## src/sv/fpseq_pkg.sv

```systemverilog
// Shared types and constants for the flight phase sequencer.
package fpseq_pkg;

    localparam int POS_W   = 24;
    localparam int QUAT_W  = 16;
    localparam int ALT_W   = 17;
    localparam int CNT_W   = 16;
    localparam int CFG_W   = 17;
    localparam int CFG_A_W = 3;
    localparam int S_DATA_W = 144;
    localparam int M_DATA_W = 144;

    localparam logic signed [QUAT_W-1:0] Q_ONE = 16'sd16384;

    localparam logic [ALT_W-1:0] TAKEOFF_CNT_MAX = {ALT_W{1'b1}};

    localparam logic [ALT_W-1:0] RST_LANDING_THRESHOLD = 17'd500;
    localparam logic [ALT_W-1:0] RST_TAKEOFF_ALTITUDE  = 17'd2000;
    localparam logic [CNT_W-1:0] RST_TAKEOFF_HOLD      = 16'd800;
    localparam logic [CNT_W-1:0] RST_OFFBOARD_PERIOD   = 16'd50;
    localparam logic [CNT_W-1:0] RST_ARM_PERIOD        = 16'd100;

    typedef enum logic [0:0] {
        OP_TICK     = 1'b0,
        OP_WAYPOINT = 1'b1
    } opcode_t;

    typedef enum logic [CFG_A_W-1:0] {
        CFG_LANDING_THRESHOLD = 3'd0,
        CFG_TAKEOFF_ALTITUDE  = 3'd1,
        CFG_TAKEOFF_HOLD      = 3'd2,
        CFG_OFFBOARD_PERIOD   = 3'd3,
        CFG_ARM_PERIOD        = 3'd4
    } cfg_index_t;

    typedef enum logic [2:0] {
        PH_ACTIVATION = 3'd0,
        PH_TAKEOFF    = 3'd1,
        PH_HOVER      = 3'd2,
        PH_NAVIGATE   = 3'd3,
        PH_LANDING    = 3'd4
    } phase_t;

endpackage

```

## src/sv/flight_phase_sequencer.sv

```systemverilog
// Flight phase sequencer: phase state, request retry timers and setpoint result register.
// A tick request's result is held in the result register and shown on m_tvalid.
// Throughput: one request per cycle while s_tready is high; waypoints only update state.
// s_tready is high whenever the result register is empty or being drained in the same cycle.
// Reset (aresetn low, synchronous): activation phase, counters zero, target (0,0,2000) with
// identity orientation, registers at 500/2000/800/50/100, result register empty.
module flight_phase_sequencer (
    input  logic                              aclk,
    input  logic                              aresetn,
    input  logic                              s_tvalid,
    output logic                              s_tready,
    // offboard_mode[0], vehicle_armed[1], goal_x[25:2], goal_y[49:26], goal_z[73:50],
    // goal_qx[89:74], goal_qy[105:90], goal_qz[121:106], goal_qw[137:122], zero pad
    input  logic [fpseq_pkg::S_DATA_W-1:0]    s_tdata,
    // opcode[0]
    input  logic                              s_tuser,
    output logic                              m_tvalid,
    input  logic                              m_tready,
    // set_x[23:0], set_y[47:24], set_z[71:48], set_qx[87:72], set_qy[103:88],
    // set_qz[119:104], set_qw[135:120], ask_offboard[136], ask_arm[137],
    // flight_phase[140:138], zero pad
    output logic [fpseq_pkg::M_DATA_W-1:0]    m_tdata,
    // publish_setpoint[0]
    output logic                              m_tuser,
    input  logic                              cfg_wr_en,
    input  logic [fpseq_pkg::CFG_A_W-1:0]     cfg_addr,
    input  logic [fpseq_pkg::CFG_W-1:0]       cfg_wdata
);

    localparam int PW = fpseq_pkg::POS_W;
    localparam int QW = fpseq_pkg::QUAT_W;
    localparam int AW = fpseq_pkg::ALT_W;
    localparam int CW = fpseq_pkg::CNT_W;

    // configuration registers
    logic [AW-1:0] land_thr_reg;
    logic [AW-1:0] to_alt_reg;
    logic [CW-1:0] to_hold_reg;
    logic [CW-1:0] offb_period_reg;
    logic [CW-1:0] arm_period_reg;

    // sequencer state
    fpseq_pkg::phase_t phase_reg, phase_next;
    logic          traj_reg, traj_next;
    logic          land_pend_reg, land_pend_next;
    logic [AW-1:0] to_cnt_reg, to_cnt_next;
    logic [CW-1:0] offb_cnt_reg, offb_cnt_next;
    logic [CW-1:0] arm_cnt_reg, arm_cnt_next;
    logic signed [PW-1:0] tgt_x_reg, tgt_y_reg, tgt_z_reg;
    logic signed [PW-1:0] tgt_x_next, tgt_y_next, tgt_z_next;
    logic signed [QW-1:0] tgt_qx_reg, tgt_qy_reg, tgt_qz_reg, tgt_qw_reg;
    logic signed [QW-1:0] tgt_qx_next, tgt_qy_next, tgt_qz_next, tgt_qw_next;

    // result register
    logic                 m_valid_reg;
    logic [fpseq_pkg::M_DATA_W-1:0] m_data_reg;
    logic                 m_user_reg;

    // input field views
    logic                 in_offb, in_armed;
    logic signed [PW-1:0] in_gx, in_gy, in_gz;
    logic signed [QW-1:0] in_qx, in_qy, in_qz, in_qw;
    fpseq_pkg::opcode_t   in_op;

    logic s_fire, tick_fire, wpt_fire;
    logic goal_is_land;
    logic [CW:0]   offb_inc, arm_inc;
    logic [CW-1:0] offb_per, arm_per;
    logic [AW-1:0] to_cnt_inc;

    // result fields
    logic                 res_pub, res_ask_off, res_ask_arm;
    logic signed [PW-1:0] res_x, res_y, res_z;
    logic signed [QW-1:0] res_qx, res_qy, res_qz, res_qw;
    logic [fpseq_pkg::M_DATA_W-1:0] res_data;

    assign in_op    = fpseq_pkg::opcode_t'(s_tuser);
    assign in_offb  = s_tdata[0];
    assign in_armed = s_tdata[1];
    assign in_gx    = s_tdata[25:2];
    assign in_gy    = s_tdata[49:26];
    assign in_gz    = s_tdata[73:50];
    assign in_qx    = s_tdata[89:74];
    assign in_qy    = s_tdata[105:90];
    assign in_qz    = s_tdata[121:106];
    assign in_qw    = s_tdata[137:122];

    assign s_tready  = !m_valid_reg || m_tready;
    assign s_fire    = s_tvalid && s_tready;
    assign tick_fire = s_fire && (in_op == fpseq_pkg::OP_TICK);
    assign wpt_fire  = s_fire && (in_op == fpseq_pkg::OP_WAYPOINT);

    assign goal_is_land = $signed({in_gz[PW-1], in_gz}) < $signed({8'd0, land_thr_reg});

    // zero period behaves as period one
    assign offb_per = (offb_period_reg == '0) ? CW'(1) : offb_period_reg;
    assign arm_per  = (arm_period_reg == '0) ? CW'(1) : arm_period_reg;
    assign offb_inc = {1'b0, offb_cnt_reg} + (CW+1)'(1);
    assign arm_inc  = {1'b0, arm_cnt_reg} + (CW+1)'(1);
    assign offb_cnt_next = (offb_inc >= {1'b0, offb_per}) ? '0 : offb_inc[CW-1:0];
    assign arm_cnt_next  = (arm_inc >= {1'b0, arm_per}) ? '0 : arm_inc[CW-1:0];

    // saturate takeoff count
    assign to_cnt_inc = (to_cnt_reg < fpseq_pkg::TAKEOFF_CNT_MAX) ? to_cnt_reg + AW'(1)
                                                                  : to_cnt_reg;

    // next state for a tick request
    always_comb begin
        phase_next  = phase_reg;
        to_cnt_next = to_cnt_reg;
        unique case (phase_reg)
            fpseq_pkg::PH_ACTIVATION: begin
                if (in_offb && in_armed) begin
                    phase_next = fpseq_pkg::PH_TAKEOFF;
                end
            end
            fpseq_pkg::PH_TAKEOFF: begin
                to_cnt_next = to_cnt_inc;
                if (to_cnt_inc > {1'b0, to_hold_reg}) begin
                    phase_next  = fpseq_pkg::PH_HOVER;
                    to_cnt_next = '0;
                end
            end
            fpseq_pkg::PH_HOVER: begin
                if (land_pend_reg) begin
                    phase_next = fpseq_pkg::PH_LANDING;
                end else if (traj_reg) begin
                    phase_next = fpseq_pkg::PH_NAVIGATE;
                end
            end
            fpseq_pkg::PH_NAVIGATE: begin
                if (land_pend_reg && !traj_reg) begin
                    phase_next = fpseq_pkg::PH_LANDING;
                end
            end
            default: begin
                if (!land_pend_reg && traj_reg) begin
                    phase_next  = fpseq_pkg::PH_TAKEOFF;
                    to_cnt_next = '0;
                end
            end
        endcase
    end

    // result for a tick request
    always_comb begin
        res_pub     = 1'b0;
        res_ask_off = 1'b0;
        res_ask_arm = 1'b0;
        res_x  = '0;
        res_y  = '0;
        res_z  = '0;
        res_qx = '0;
        res_qy = '0;
        res_qz = '0;
        res_qw = '0;
        unique case (phase_reg)
            fpseq_pkg::PH_ACTIVATION: begin
                res_pub = 1'b1;
                res_qw  = fpseq_pkg::Q_ONE;
                if (!(in_offb && in_armed)) begin
                    res_ask_off = (offb_cnt_next == '0) && !in_offb;
                    res_ask_arm = (arm_cnt_next == '0) && !in_armed;
                end
            end
            fpseq_pkg::PH_TAKEOFF, fpseq_pkg::PH_HOVER: begin
                res_pub = 1'b1;
                res_z   = PW'(to_alt_reg);
                res_qw  = fpseq_pkg::Q_ONE;
            end
            fpseq_pkg::PH_NAVIGATE: begin
                if (!(land_pend_reg && !traj_reg)) begin
                    res_pub = 1'b1;
                    res_x   = tgt_x_reg;
                    res_y   = tgt_y_reg;
                    res_z   = tgt_z_reg;
                    res_qx  = tgt_qx_reg;
                    res_qy  = tgt_qy_reg;
                    res_qz  = tgt_qz_reg;
                    res_qw  = tgt_qw_reg;
                end
            end
            default: begin
                res_pub = 1'b0;
            end
        endcase
    end

    assign res_data = {3'd0, phase_next, res_ask_arm, res_ask_off,
                       res_qw, res_qz, res_qy, res_qx, res_z, res_y, res_x};

    // waypoint target capture
    always_comb begin
        tgt_x_next  = tgt_x_reg;
        tgt_y_next  = tgt_y_reg;
        tgt_z_next  = tgt_z_reg;
        tgt_qx_next = tgt_qx_reg;
        tgt_qy_next = tgt_qy_reg;
        tgt_qz_next = tgt_qz_reg;
        tgt_qw_next = tgt_qw_reg;
        traj_next      = traj_reg;
        land_pend_next = land_pend_reg;
        if (goal_is_land) begin
            traj_next      = 1'b0;
            land_pend_next = 1'b1;
        end else begin
            tgt_x_next  = in_gx;
            tgt_y_next  = in_gy;
            tgt_z_next  = in_gz;
            tgt_qx_next = in_qx;
            tgt_qy_next = in_qy;
            tgt_qz_next = in_qz;
            tgt_qw_next = in_qw;
            traj_next      = 1'b1;
            land_pend_next = 1'b0;
        end
    end

    always_ff @(posedge aclk) begin
        if (!aresetn) begin
            land_thr_reg    <= fpseq_pkg::RST_LANDING_THRESHOLD;
            to_alt_reg      <= fpseq_pkg::RST_TAKEOFF_ALTITUDE;
            to_hold_reg     <= fpseq_pkg::RST_TAKEOFF_HOLD;
            offb_period_reg <= fpseq_pkg::RST_OFFBOARD_PERIOD;
            arm_period_reg  <= fpseq_pkg::RST_ARM_PERIOD;
        end else if (cfg_wr_en) begin
            unique case (cfg_addr)
                fpseq_pkg::CFG_LANDING_THRESHOLD: land_thr_reg    <= cfg_wdata;
                fpseq_pkg::CFG_TAKEOFF_ALTITUDE:  to_alt_reg      <= cfg_wdata;
                fpseq_pkg::CFG_TAKEOFF_HOLD:      to_hold_reg     <= cfg_wdata[CW-1:0];
                fpseq_pkg::CFG_OFFBOARD_PERIOD:   offb_period_reg <= cfg_wdata[CW-1:0];
                fpseq_pkg::CFG_ARM_PERIOD:        arm_period_reg  <= cfg_wdata[CW-1:0];
                default: ;
            endcase
        end
    end

    always_ff @(posedge aclk) begin
        if (!aresetn) begin
            phase_reg     <= fpseq_pkg::PH_ACTIVATION;
            traj_reg      <= 1'b0;
            land_pend_reg <= 1'b0;
            to_cnt_reg    <= '0;
            offb_cnt_reg  <= '0;
            arm_cnt_reg   <= '0;
            tgt_x_reg     <= '0;
            tgt_y_reg     <= '0;
            tgt_z_reg     <= PW'(fpseq_pkg::RST_TAKEOFF_ALTITUDE);
            tgt_qx_reg    <= '0;
            tgt_qy_reg    <= '0;
            tgt_qz_reg    <= '0;
            tgt_qw_reg    <= fpseq_pkg::Q_ONE;
        end else if (tick_fire) begin
            phase_reg    <= phase_next;
            to_cnt_reg   <= to_cnt_next;
            offb_cnt_reg <= offb_cnt_next;
            arm_cnt_reg  <= arm_cnt_next;
        end else if (wpt_fire) begin
            // landing goals force the landing phase from anywhere
            if (goal_is_land) begin
                phase_reg <= fpseq_pkg::PH_LANDING;
            end
            traj_reg      <= traj_next;
            land_pend_reg <= land_pend_next;
            tgt_x_reg     <= tgt_x_next;
            tgt_y_reg     <= tgt_y_next;
            tgt_z_reg     <= tgt_z_next;
            tgt_qx_reg    <= tgt_qx_next;
            tgt_qy_reg    <= tgt_qy_next;
            tgt_qz_reg    <= tgt_qz_next;
            tgt_qw_reg    <= tgt_qw_next;
        end
    end

    always_ff @(posedge aclk) begin
        if (!aresetn) begin
            m_valid_reg <= 1'b0;
        end else if (tick_fire) begin
            m_valid_reg <= 1'b1;
        end else if (m_tready) begin
            m_valid_reg <= 1'b0;
        end
    end

    // payload needs no reset
    always_ff @(posedge aclk) begin
        if (tick_fire) begin
            m_data_reg <= res_data;
            m_user_reg <= res_pub;
        end
    end

    assign m_tvalid = m_valid_reg;
    assign m_tdata  = m_data_reg;
    assign m_tuser  = m_user_reg;

`ifndef NO_ASSERTIONS
    a_tick_gives_result: assert property (@(posedge aclk) disable iff (!aresetn)
        tick_fire |=> m_tvalid)
        else $error("tick request gave no result");

    a_no_setpoint_zero: assert property (@(posedge aclk) disable iff (!aresetn)
        (m_tvalid && !m_tuser) |-> (m_tdata[135:0] == '0))
        else $error("setpoint fields not zero without publish");

    a_ask_only_activation: assert property (@(posedge aclk) disable iff (!aresetn)
        (m_tvalid && (m_tdata[136] || m_tdata[137]))
            |-> (m_tdata[140:138] == fpseq_pkg::PH_ACTIVATION))
        else $error("request flag outside activation");

    a_land_goal_phase: assert property (@(posedge aclk) disable iff (!aresetn)
        (wpt_fire && goal_is_land) |=> (phase_reg == fpseq_pkg::PH_LANDING) && land_pend_reg)
        else $error("landing goal did not force landing");
`endif

endmodule
```

## config.mk

```make
export PLATFORM = sky130hd
export DESIGN_NAME = flight_phase_sequencer
export DESIGN_NICKNAME = d
export VERILOG_FILES = /design/src/sv/fpseq_pkg.sv /design/src/sv/flight_phase_sequencer.sv
export SDC_FILE = /design/constraint.sdc
export NUM_CORES = 1
export LEC_CHECK = 0
export BUFFER_PORTS_ARGS = -buffer_cell sky130_fd_sc_hd__buf_2
export CORE_ASPECT_RATIO = 1.25
export CORE_UTILIZATION = 40
export CTS_BUF_LIST = sky130_fd_sc_hd__clkbuf_4
export DETAILED_ROUTE_END_ITERATION = 10
export GPL_ROUTABILITY_DRIVEN = 0
export PLACE_DENSITY = 0.62
export RECOVER_POWER = 100
export SYNTH_ARGS = -nofsm -noshare
export SYNTH_HDL_FRONTEND = slang
export SYNTH_SLANG_ARGS = --single-unit
```

## constraint.sdc

```tcl
create_clock -name aclk -period 6.9 [get_ports aclk]
set_clock_uncertainty 0.05 [all_clocks]
set_input_delay 1.38 -clock aclk [delete_from_list [all_inputs] [get_ports aclk]]
set_output_delay 1.38 -clock aclk [all_outputs]
set_load 0.1 [all_outputs]
```

==> impl_metrics.tcl, run 1 <==
set metrics [dict create \
    status "finished, violations left" \
    violations "max-capacitance violations, max-slew violations" \
    cp-end-kind "flop" \
    grt_pass1_wl_um 78100 \
    worstPathMaxFanout 67 \
    reg2reg_depth 6 \
    layout.cells.non_filler 2945 \
    postCtsSetupBuffers 0 \
    hpwlAfterDp_um 33300 \
    ctsLongestPathBuffers 3 \
    maxCapViolCount 6 \
    core_mm2 0.0461 \
    track_usage_pct 20.6 \
    initial_core_util_pct 40.5 \
    largest_reg_flops 141 \
    ys_async_sr_fraction_pct 0 \
    drc_errors 0 \
    cts.hold.buffers_added 0 \
    ys_types 73 \
    critPathRequiredTime_ns 7.08 \
    worst-endpoint-arrival_ns 5.73 \
    rows 88 \
    worst_pin_slew_ns 2.59 \
    tritoncts "built" \
    max_slew_margin_pct -73.0 \
    drive_gt1_share_pct 15.1 \
    area_growth_pct 16.4 \
    fp.dieH_um 244 \
    drt_pass1_iterations 5 \
    fillCellCount 4500 \
    crit_type "primary input to flop" \
    path_clk_slew_ns 0.06 \
    ys_warn_count 0 \
    grt_pass1_vias 14800 \
    drt_iter0_markers 781 \
    clk_latency_ns 0.85 \
    cts_sinks 415 \
    grt_max_degree 130 \
    io_buffers 307 \
    busiest_layer "met2" \
    dp.cells 2741 \
    grt_overflow 0 \
    pwr_density_cell_mw_per_mm2 244 \
    period_share_pct 80.5 \
    leakage_nw 8.34 \
    wl_per_cell_um 17.0 \
    grt_use_met3_pct 4.40 \
    finalWorstPathRequiredPeriod_ns 5.56 \
    setup_viol 0 \
    drv_slew 399 \
    synth_edf_count 142 \
    synth_top_area_cell "dfxtp_1" \
    cts_root_buffer "clkbuf_4" \
    antenna_found_initial 4 \
    syn_area_per_cell_um2 9.59 \
    critPathLaunchType "primary input" \
    fin_setup_tns_ns 0 \
    boundaryPins 317 \
    wirelength_um 50200 \
    synth_top_area_share_pct 29.2 \
    netlist_instances 1950 \
    hold_path_depth 2 \
    rsz0062_at_grt "false" \
    h-tree-depth 3 \
    die_area_mm2 0.0476 \
    hold_violations 0 \
    numCtsBuffers 106 \
    ys_ff_latch 415 \
    cts_resized 0 \
    ant_nets 0 \
    vias_per_cell 5.19 \
    grt_use_met2_pct 34.5 \
    synth_ff_type "dfxtp_1" \
    yosysSeqAreaShare_pct 52.0 \
    dr_total_vias 15300 \
    syn_area_mm2 0.0187 \
    finalNetCount 2501 \
    synthTopCellsByArea "dfxtp_1, edfxtp_1, nand2_1, mux2i_1, ha_1" \
    max_freq_ghz 0.180 \
    hold_class "flop to flop" \
    ir_drop_mv 0.119 \
    grtUsageMet1_pct 25.6 \
    die_w_um 195 \
]
==> power breakdown <==
group	switching, W	internal (W)
registers	0.0000327	0.00259
clock network	0.00105	0.00110
logic	0.000422	0.000122
==> worst max-delay path, stage by stage <==
cell	delay, ns
buf_2	0.09
nand2b_1	0.31
and2_0	0.44
nand2b_1	0.21
clkbuf_1	1.52
inv_6	0.64
clkbuf_2	0.98
==> metrics by stage <==
step	total power [W]	hold WS, ns	util, %	worst slack, ns	area, um2
global placement	0.00322	0.387	44.6	2.46	20600
finish	0.00532	0.399	47.2	1.34	21800
detailed placement	0.00323	0.392	44.6	2.39	20600
CTS	0.00541	0.404	47.7	2.35	22000
global route	0.00557	0.418	47.2	1.13	21800
floorplan	0.00308	0.380	-	1.28	18700
==> area by class of cell <==
type	count	area, um2	area share (%)
Inverter	79	302	1.39
Antenna cell	2	5.00	0.0230
Sequential cell	415	9730	44.7
Clock inverter	44	219	1.01
Clock buffer	158	1190	5.45
Tap cell	585	732	3.36
Multi-Input combinational cell	1340	8140	37.4
Timing Repair Buffer	322	1450	6.67
==> synthesized netlist by cell type, types with 5 or more instances <==
master      n
a22o_1     17
a32oi_1     6
a41oi_1     5
buf_2       7
edfxtp_1  142
o211ai_1   28
o22ai_1     5
xnor2_1    21
a211o_1     5
nand2b_1    9
buf_6      10
inv_1      76
o21a_1      7
dfxtp_1   273
and3_1     11
and2_1    123
nor4_1     28
nand4_1    44
a32o_1      6
nand3_1    43
nor3_1     23
xor2_1     17
or2_2       5
a31oi_1    14
a21o_1     11
clkbuf_1   92
buf_1       5
mux2i_1   129
nor2b_1     5
nor2_1     41
a21oi_1   101
nand2_1   476
ha_1       67
a211oi_1    5
and4_1      6
o21ai_0    32
==> final timing paths <==
kind                                    start  slack, ns       endpoint
worst min-delay path            tgt_qy_reg[4]       0.40  tgt_qy_reg[4]
worst min register to register  tgt_qy_reg[4]       0.40  tgt_qy_reg[4]
worst max register to register       m_tvalid       1.76    m_tdata[68]
worst max-delay path                 m_tready       1.34    m_tdata[68]
==> cell families after synthesis <==
kind of cell | count (synthesis) | synth area share (%)
buffers and inverters | 197 | 4.48
AO/OA/AOI/OAI | 269 | 9.48
adder cells (fa/ha/maj) | 67 | 4.48
other | 1 | 0.0200
XOR/XNOR | 38 | 1.78
multiplexers | 129 | 6.90
flip-flops | 415 | 52.0
AND/OR/NAND/NOR | 834 | 20.8
==> cells in the final DEF (no fill, tap or decap), types with 54 or more instances in the layout <==
master,instances
nand2_1,476
clkbuf_1,151
ha_1,67
a21oi_1,100
inv_1,76
mux2i_1,129
and2_1,69
buf_2,159
clkbuf_4,159
edfxtp_1,142
dfxtp_1,273
and2_0,54
==> per-layer routing <==
| metal | part of all wire [%] | routed length [um] |
|---|---|---|
| met1 | 43 | 21400 |
| met2 | 48 | 24200 |
| met3 | 6.2 | 3110 |
| met4 | 2.9 | 1480 |
| met5 | 0.028 | 14 |
Note: power is estimated with default switching activity, not from simulation.
==> inputs of run 2 (changes only) <==
Settings changed: ABC_AREA from default to 1, PLACE_DENSITY 0.62 to 0.63.
Clock period 6.9 ns to 4.5 ns, I/O delays scaled along.
==> run 2 against run 1 <==
Net effect:
- the flow still finishes with violations (max-capacitance violations, max-slew violations)
- hold slack worse by 0.14 ns
- non-clock buffer count down 3
- critical endpoint is now m_tdata[136]
- count of clock-buffer cells in the layout down 10
- register-to-register slack worse by 1.2 ns
- clock power up 44%
- synthesized cell count up 4.0%
- highest routed layer unchanged
==> impl_metrics.tcl, run 2 <==
set metrics [dict create \
    status "finished, violations left" \
    violations "max-capacitance violations, max-slew violations" \
    drc_errors 0 \
    grt_pass1_vias 14300 \
    max_freq_ghz 0.255 \
    vias_per_cell 4.94 \
    numCtsBuffers 104 \
    critical_path_buf_inv_count 0 \
    layout_common_cells "inv_1, dfxtp_1, o21ai_0" \
    drv_slew 519 \
    synthTopCellsByArea "dfxtp_1, edfxtp_1, o21ai_0, a21oi_1, inv_1" \
    fillCellCount 4389 \
    hold_class "primary input to flop" \
    fin_setup_tns_ns 0 \
    grt_overflow 0 \
    worst-endpoint-arrival_ns 4.43 \
    wirelength_um 46900 \
    hpwlAfterDp_um 32000 \
    post-place-ws_ns 0.943 \
    ys_top_cells_by_count "inv_1, dfxtp_1, o21ai_0" \
    cts_root_buffer "clkbuf_4" \
    rows 86 \
    ys_async_sr_fraction_pct 0 \
    crit_family "simple AND/OR/NAND/NOR gates" \
    area_growth_pct 16.7 \
    leakage_nw 8.40 \
    synth_ff_type "dfxtp_1" \
    finalWorstPathRequiredPeriod_ns 3.92 \
    ys_types 54 \
    yosysSeqAreaShare_pct 54.3 \
    setup_viol 0 \
    cp-end-kind "flop" \
    critPathRequiredTime_ns 5.01 \
    cts_resized 0 \
    ctsLongestPathBuffers 3 \
    clk_latency_ns 0.82 \
    cp_cell_sequence "ha_1 -> nand3_2 -> nor2_4 -> nand3_1 -> xnor2_1 -> ha_1 -> a21oi_1 -> o21ai_0 -> nand4_1 -> nand2_2 -> nor2_8 -> nand2_2 -> nor2_2 -> o41ai_1 -> nand2_1 -> nor2_1" \
    drt_pass1_iterations 5 \
    synth_top_area_share_pct 30.5 \
    cp_slowest_stage_delay_ns 0.66 \
    ant_nets 0 \
    drive_gt1_share_pct 15.9 \
    die_w_um 191 \
    cts.hold.buffers_added 0 \
    ir_drop_mv 0.244 \
    cts_sinks 415 \
    final_common_cell "inv_1" \
    syn_area_mm2 0.0179 \
    drt_iter0_markers 810 \
    largest_reg_flops 141 \
    rsz0062_at_grt "false" \
    antenna_found_initial 10 \
    postCtsSetupBuffers 0 \
    pwr_density_cell_mw_per_mm2 395 \
    boundaryPins 317 \
    max_slew_margin_pct -98.0 \
    grt_pass1_wl_um 72500 \
    placed_cell_area_mm2 0.0199 \
    hold-worst-slack_ns 0.257 \
    tritoncts "built" \
    fin_area_mm2 0.0209 \
    yosysMostFrequentCell "inv_1" \
    synth_edf_count 142 \
    maxCapViolCount 5 \
    ys_warn_count 0 \
    worst_pin_slew_ns 2.97 \
    grt_max_degree 167 \
    path_clk_slew_ns 0.07 \
    fp.dieH_um 239 \
    die_area_mm2 0.0457 \
    cpMaxStageDelayCell "nor2_2" \
    setup_ws_ns 0.577 \
    finalNetCount 2590 \
    critPathLaunchType "flop" \
    power_w 0.00825 \
    syn_area_per_cell_um2 8.84 \
    wl_per_cell_um 15.6 \
    worstPathMaxFanout 15 \
    ys_ff_latch 415 \
    core_mm2 0.0441 \
    io_buffers 307 \
    netlist_instances 2028 \
    track_usage_pct 20.1 \
    synth_top_area_cell "dfxtp_1" \
    crit_type "flop to flop" \
    period_share_pct 87.2 \
    hold_violations 0 \
    h-tree-depth 3 \
    dr_total_vias 14900 \
    initial_core_util_pct 40.6 \
]
run 2: path summary, 6_finish.rpt:
path	startpoint	end	slack, ns	cells past startpoint
min	s_tdata[136]	tgt_qw_reg[14]	0.26	3
min reg2reg	tgt_z_reg[3]	tgt_z_reg[3]	0.40	2
max reg2reg	offb_cnt_reg[0]	m_tdata[136]	0.58	16
max	offb_cnt_reg[0]	m_tdata[136]	0.58	16
run 2: routing by layer:
layer | GRT usage, % | wire (um) | share of wire (%)
met4 | 7.77 | 1270 | 2.7
met1 | 23.4 | 19200 | 41
met3 | 5.39 | 3360 | 7.2
met5 | 0 | 89 | 0.19
met2 | 34.8 | 23000 | 49
run 2: layout make-up:
| class | count | area (um2) | share of cell area, % |
|---|---|---|---|
| Clock buffer | 148 | 1110 | 5.31 |
| Antenna cell | 3 | 7.51 | 0.0359 |
| Clock inverter | 45 | 203 | 0.969 |
| Timing Repair Buffer | 319 | 1480 | 7.06 |
| Sequential cell | 415 | 9730 | 46.5 |
| Tap cell | 572 | 716 | 3.42 |
| Multi-Input combinational cell | 1217 | 6560 | 31.3 |
| Inverter | 296 | 1120 | 5.35 |
run 2: cells by family (layout without fill, tap and decap cells):
family	Yosys count	count (layout)	share of synthesized area (%)
buffers and inverters	398	808	8.87
AND/OR/NAND/NOR	542	542	13.5
AO/OA/AOI/OAI	571	571	17.0
XOR/XNOR	34	34	1.66
flip-flops	415	415	54.3
adder cells (fa/ha/maj)	67	67	4.68
other	1	6	0.0209
run 2: stage by stage:
step | instances | utilization (%)
6_report | 3015 | 47.4
5_1_grt | 3015 | 47.4
4_1_cts | 3012 | 48.1
3_5_place_dp | 2819 | 45.2
3_3_place_gp | 2819 | 45.2
2_1_floorplan | 2030 | -
run 2: power breakdown:
group	internal, W	leakage (nW)	total, W	switching, W
logic	0.000261	4.03	0.00107	0.000813
clock network	0.00153	0.767	0.00309	0.00155
registers	0.00403	3.61	0.00409	0.0000628
run 2: worst min-delay path, cell delays in order:
cell and delay, ns:
buf_2 0.08, nand2_1 0.04, o211ai_1 0.06
==> inputs of run 3 (changes only) <==
==> constraint.sdc (replaced) <==
create_clock -name aclk -period 4.5 [get_ports aclk]
set_clock_uncertainty 0.05 [all_clocks]
set_input_delay 0.45 -clock aclk [delete_from_list [all_inputs] [get_ports aclk]]
set_output_delay 0.45 -clock aclk [all_outputs]
set_load 0.1 [all_outputs]
==> run 3 against run 2 <==
Net effect:
- the run still ends with max-capacitance violations, max-slew violations left
- clock power increased by 2%
- sequential share of layout area decreased by 3.3 points
- global-route usage increased by 1.1 points
- total power increased by 2.1%
- via count increased by 4.6%
- first-iteration DRC count increased by 1.1%
- cell area increased by 7.7%
- critical path type unchanged
==> impl_metrics.tcl, run 3 (synthesis results as in run 2) <==
set metrics [dict create \
    status "finished, violations left" \
    violations "max-capacitance violations, max-slew violations" \
    critPathLaunchType "flop" \
    cts_resized 0 \
    hold_violations 0 \
    max_freq_ghz 0.262 \
    die_area_mm2 0.0457 \
    h-tree-depth 3 \
    numCtsBuffers 105 \
    die_w_um 191 \
    r2r_start "offb_cnt_reg[0]" \
    hold_class "primary input to flop" \
    wirelength_um 48900 \
    ir_drop_mv 0.217 \
    worst-endpoint-arrival_ns 4.33 \
    period_share_pct 84.8 \
    boundaryPins 317 \
    hold_path_depth 3 \
    grt_pass1_wl_um 76000 \
    ant_nets 0 \
    drc_errors 0 \
    wl_per_cell_um 15.4 \
    cp.depth 16 \
    postCtsSetupBuffers 0 \
    cts.hold.buffers_added 157 \
    initial_core_util_pct 40.6 \
    cp-end-kind "flop" \
    finalNetCount 2748 \
    drive_gt1_share_pct 15.4 \
    drt_iter0_markers 819 \
    grt_max_degree 210 \
    path_clk_slew_ns 0.07 \
    largest_reg_flops 141 \
    area_growth_pct 25.6 \
    maxCapViolCount 3 \
    track_usage_pct 21.1 \
    crit_type "flop to flop" \
    grt_pass1_vias 15300 \
    rows 86 \
    worst_pin_slew_ns 3.15 \
    post-place-ws_ns 1.01 \
    leakage_nw 9.08 \
    finalWorstPathRequiredPeriod_ns 3.82 \
    pwr_density_cell_mw_per_mm2 374 \
    dr_total_vias 15600 \
    hpwlAfterDp_um 32100 \
    seq_area_mm2 0.00973 \
    fp.dieH_um 239 \
    grt_overflow 0 \
    tritoncts "built" \
    setup_ws_ns 0.684 \
    rsz0062_at_grt "false" \
    reg2reg_depth 16 \
    antenna_found_initial 6 \
    fin_setup_tns_ns 0 \
    hold-worst-slack_ns 0.0886 \
    max_slew_margin_pct -110 \
    final_common_cell "inv_1" \
    timing.rr.end "m_tdata[136]" \
    cp_cell_sequence "ha_1 -> nand3_2 -> nor2_4 -> nand3_1 -> xnor2_1 -> ha_1 -> a21oi_1 -> o21ai_0 -> nand4_1 -> nand2_2 -> nor2_8 -> nand2_2 -> nor2_2 -> o41ai_1 -> nand2_1 -> nor2_1" \
    setup_viol 0 \
    multi_input_area_mm2 0.00658 \
    crit_family "simple AND/OR/NAND/NOR gates" \
    ctsLongestPathBuffers 3 \
    worstPathMaxFanout 15 \
    hold_start "aresetn" \
    io_buffers 307 \
    power_w 0.00843 \
    core_mm2 0.0441 \
    clk_latency_ns 0.85 \
    cts_sinks 415 \
    cpMaxStageDelayCell "nor2_2" \
    critical_path_buf_inv_count 0 \
    layout_common_cells "inv_1, dfxtp_1, o21ai_0" \
    vias_per_cell 4.90 \
    fillCellCount 4138 \
    fin_area_mm2 0.0225 \
    min_to "tgt_qx_reg[6]" \
    drt_pass1_iterations 5 \
    critPathRequiredTime_ns 5.01 \
    cts_root_buffer "clkbuf_4" \
    cp_slowest_stage_delay_ns 0.65 \
    placed_cell_area_mm2 0.0199 \
    reg2reg_slack_ns 0.68 \
    drv_slew 314 \
]
-- run 3: worst max-delay path by stage --
stage | start | to | slack [ns]
6_report | offb_cnt_reg[0] | m_tdata[136] | 0.68
5_1_grt | arm_cnt_reg[0] | m_tdata[137] | 0.34
4_1_cts | offb_cnt_reg[0] | m_tdata[136] | 0.95
3_5_place_dp | s_tdata[66] | tgt_qw_reg[15] | 1.01
3_3_place_gp | arm_cnt_reg[0] | m_tdata[137] | 1.03
2_1_floorplan | m_tvalid | m_tdata[0] | 0.11
-- run 3: stage by stage --
step                      instances  util, %
after floorplan                2030        -
after global placement         2819     45.1
after detailed placement       2819     45.1
after CTS                      3173     51.7
after global routing           3178     51.0
final                          3179     51.0
-- run 3: per-layer routing --
layer / up-vias / wire length, um / global-route usage, %
met4: 2 / 1880 / 11.2
met3: 90 / 3140 / 4.39
li1: 7767 / - / -
met2: 491 / 23800 / 36.8
met5: - / 11 / 0
met1: 7236 / 20000 / 24.2
-- run 3: cell type report --
class                           count  share of cell area, %
Sequential cell                   415                   43.2
Multi-Input combinational cell   1217                   29.2
Timing Repair Buffer              476                   13.4
Clock buffer                      154                   5.13
Inverter                          296                   4.97
Tap cell                          572                   3.18
Clock inverter                     43                  0.883
Antenna cell                        6                 0.0667
-- run 3: worst register-to-register path: stages (launching register included) --
cell and delay, ns:
dfxtp_1 0.42, ha_1 0.29, nand3_2 0.14, nor2_4 0.17
nand3_1 0.13, xnor2_1 0.39, ha_1 0.33, a21oi_1 0.13
o21ai_0 0.10, nand4_1 0.10, nand2_2 0.09, nor2_8 0.12
nand2_2 0.06, nor2_2 0.65, o41ai_1 0.19, nand2_1 0.11
nor2_1 0.07
-- run 3: power by group --
part / switching, W / internal, W / total (W)
clock: 0.00155 / 0.00159 / 0.00314
sequential: 0.0000639 / 0.00403 / 0.00410
combinational: 0.000843 / 0.000346 / 0.00119
total: 0.00246 / 0.00597 / 0.00843
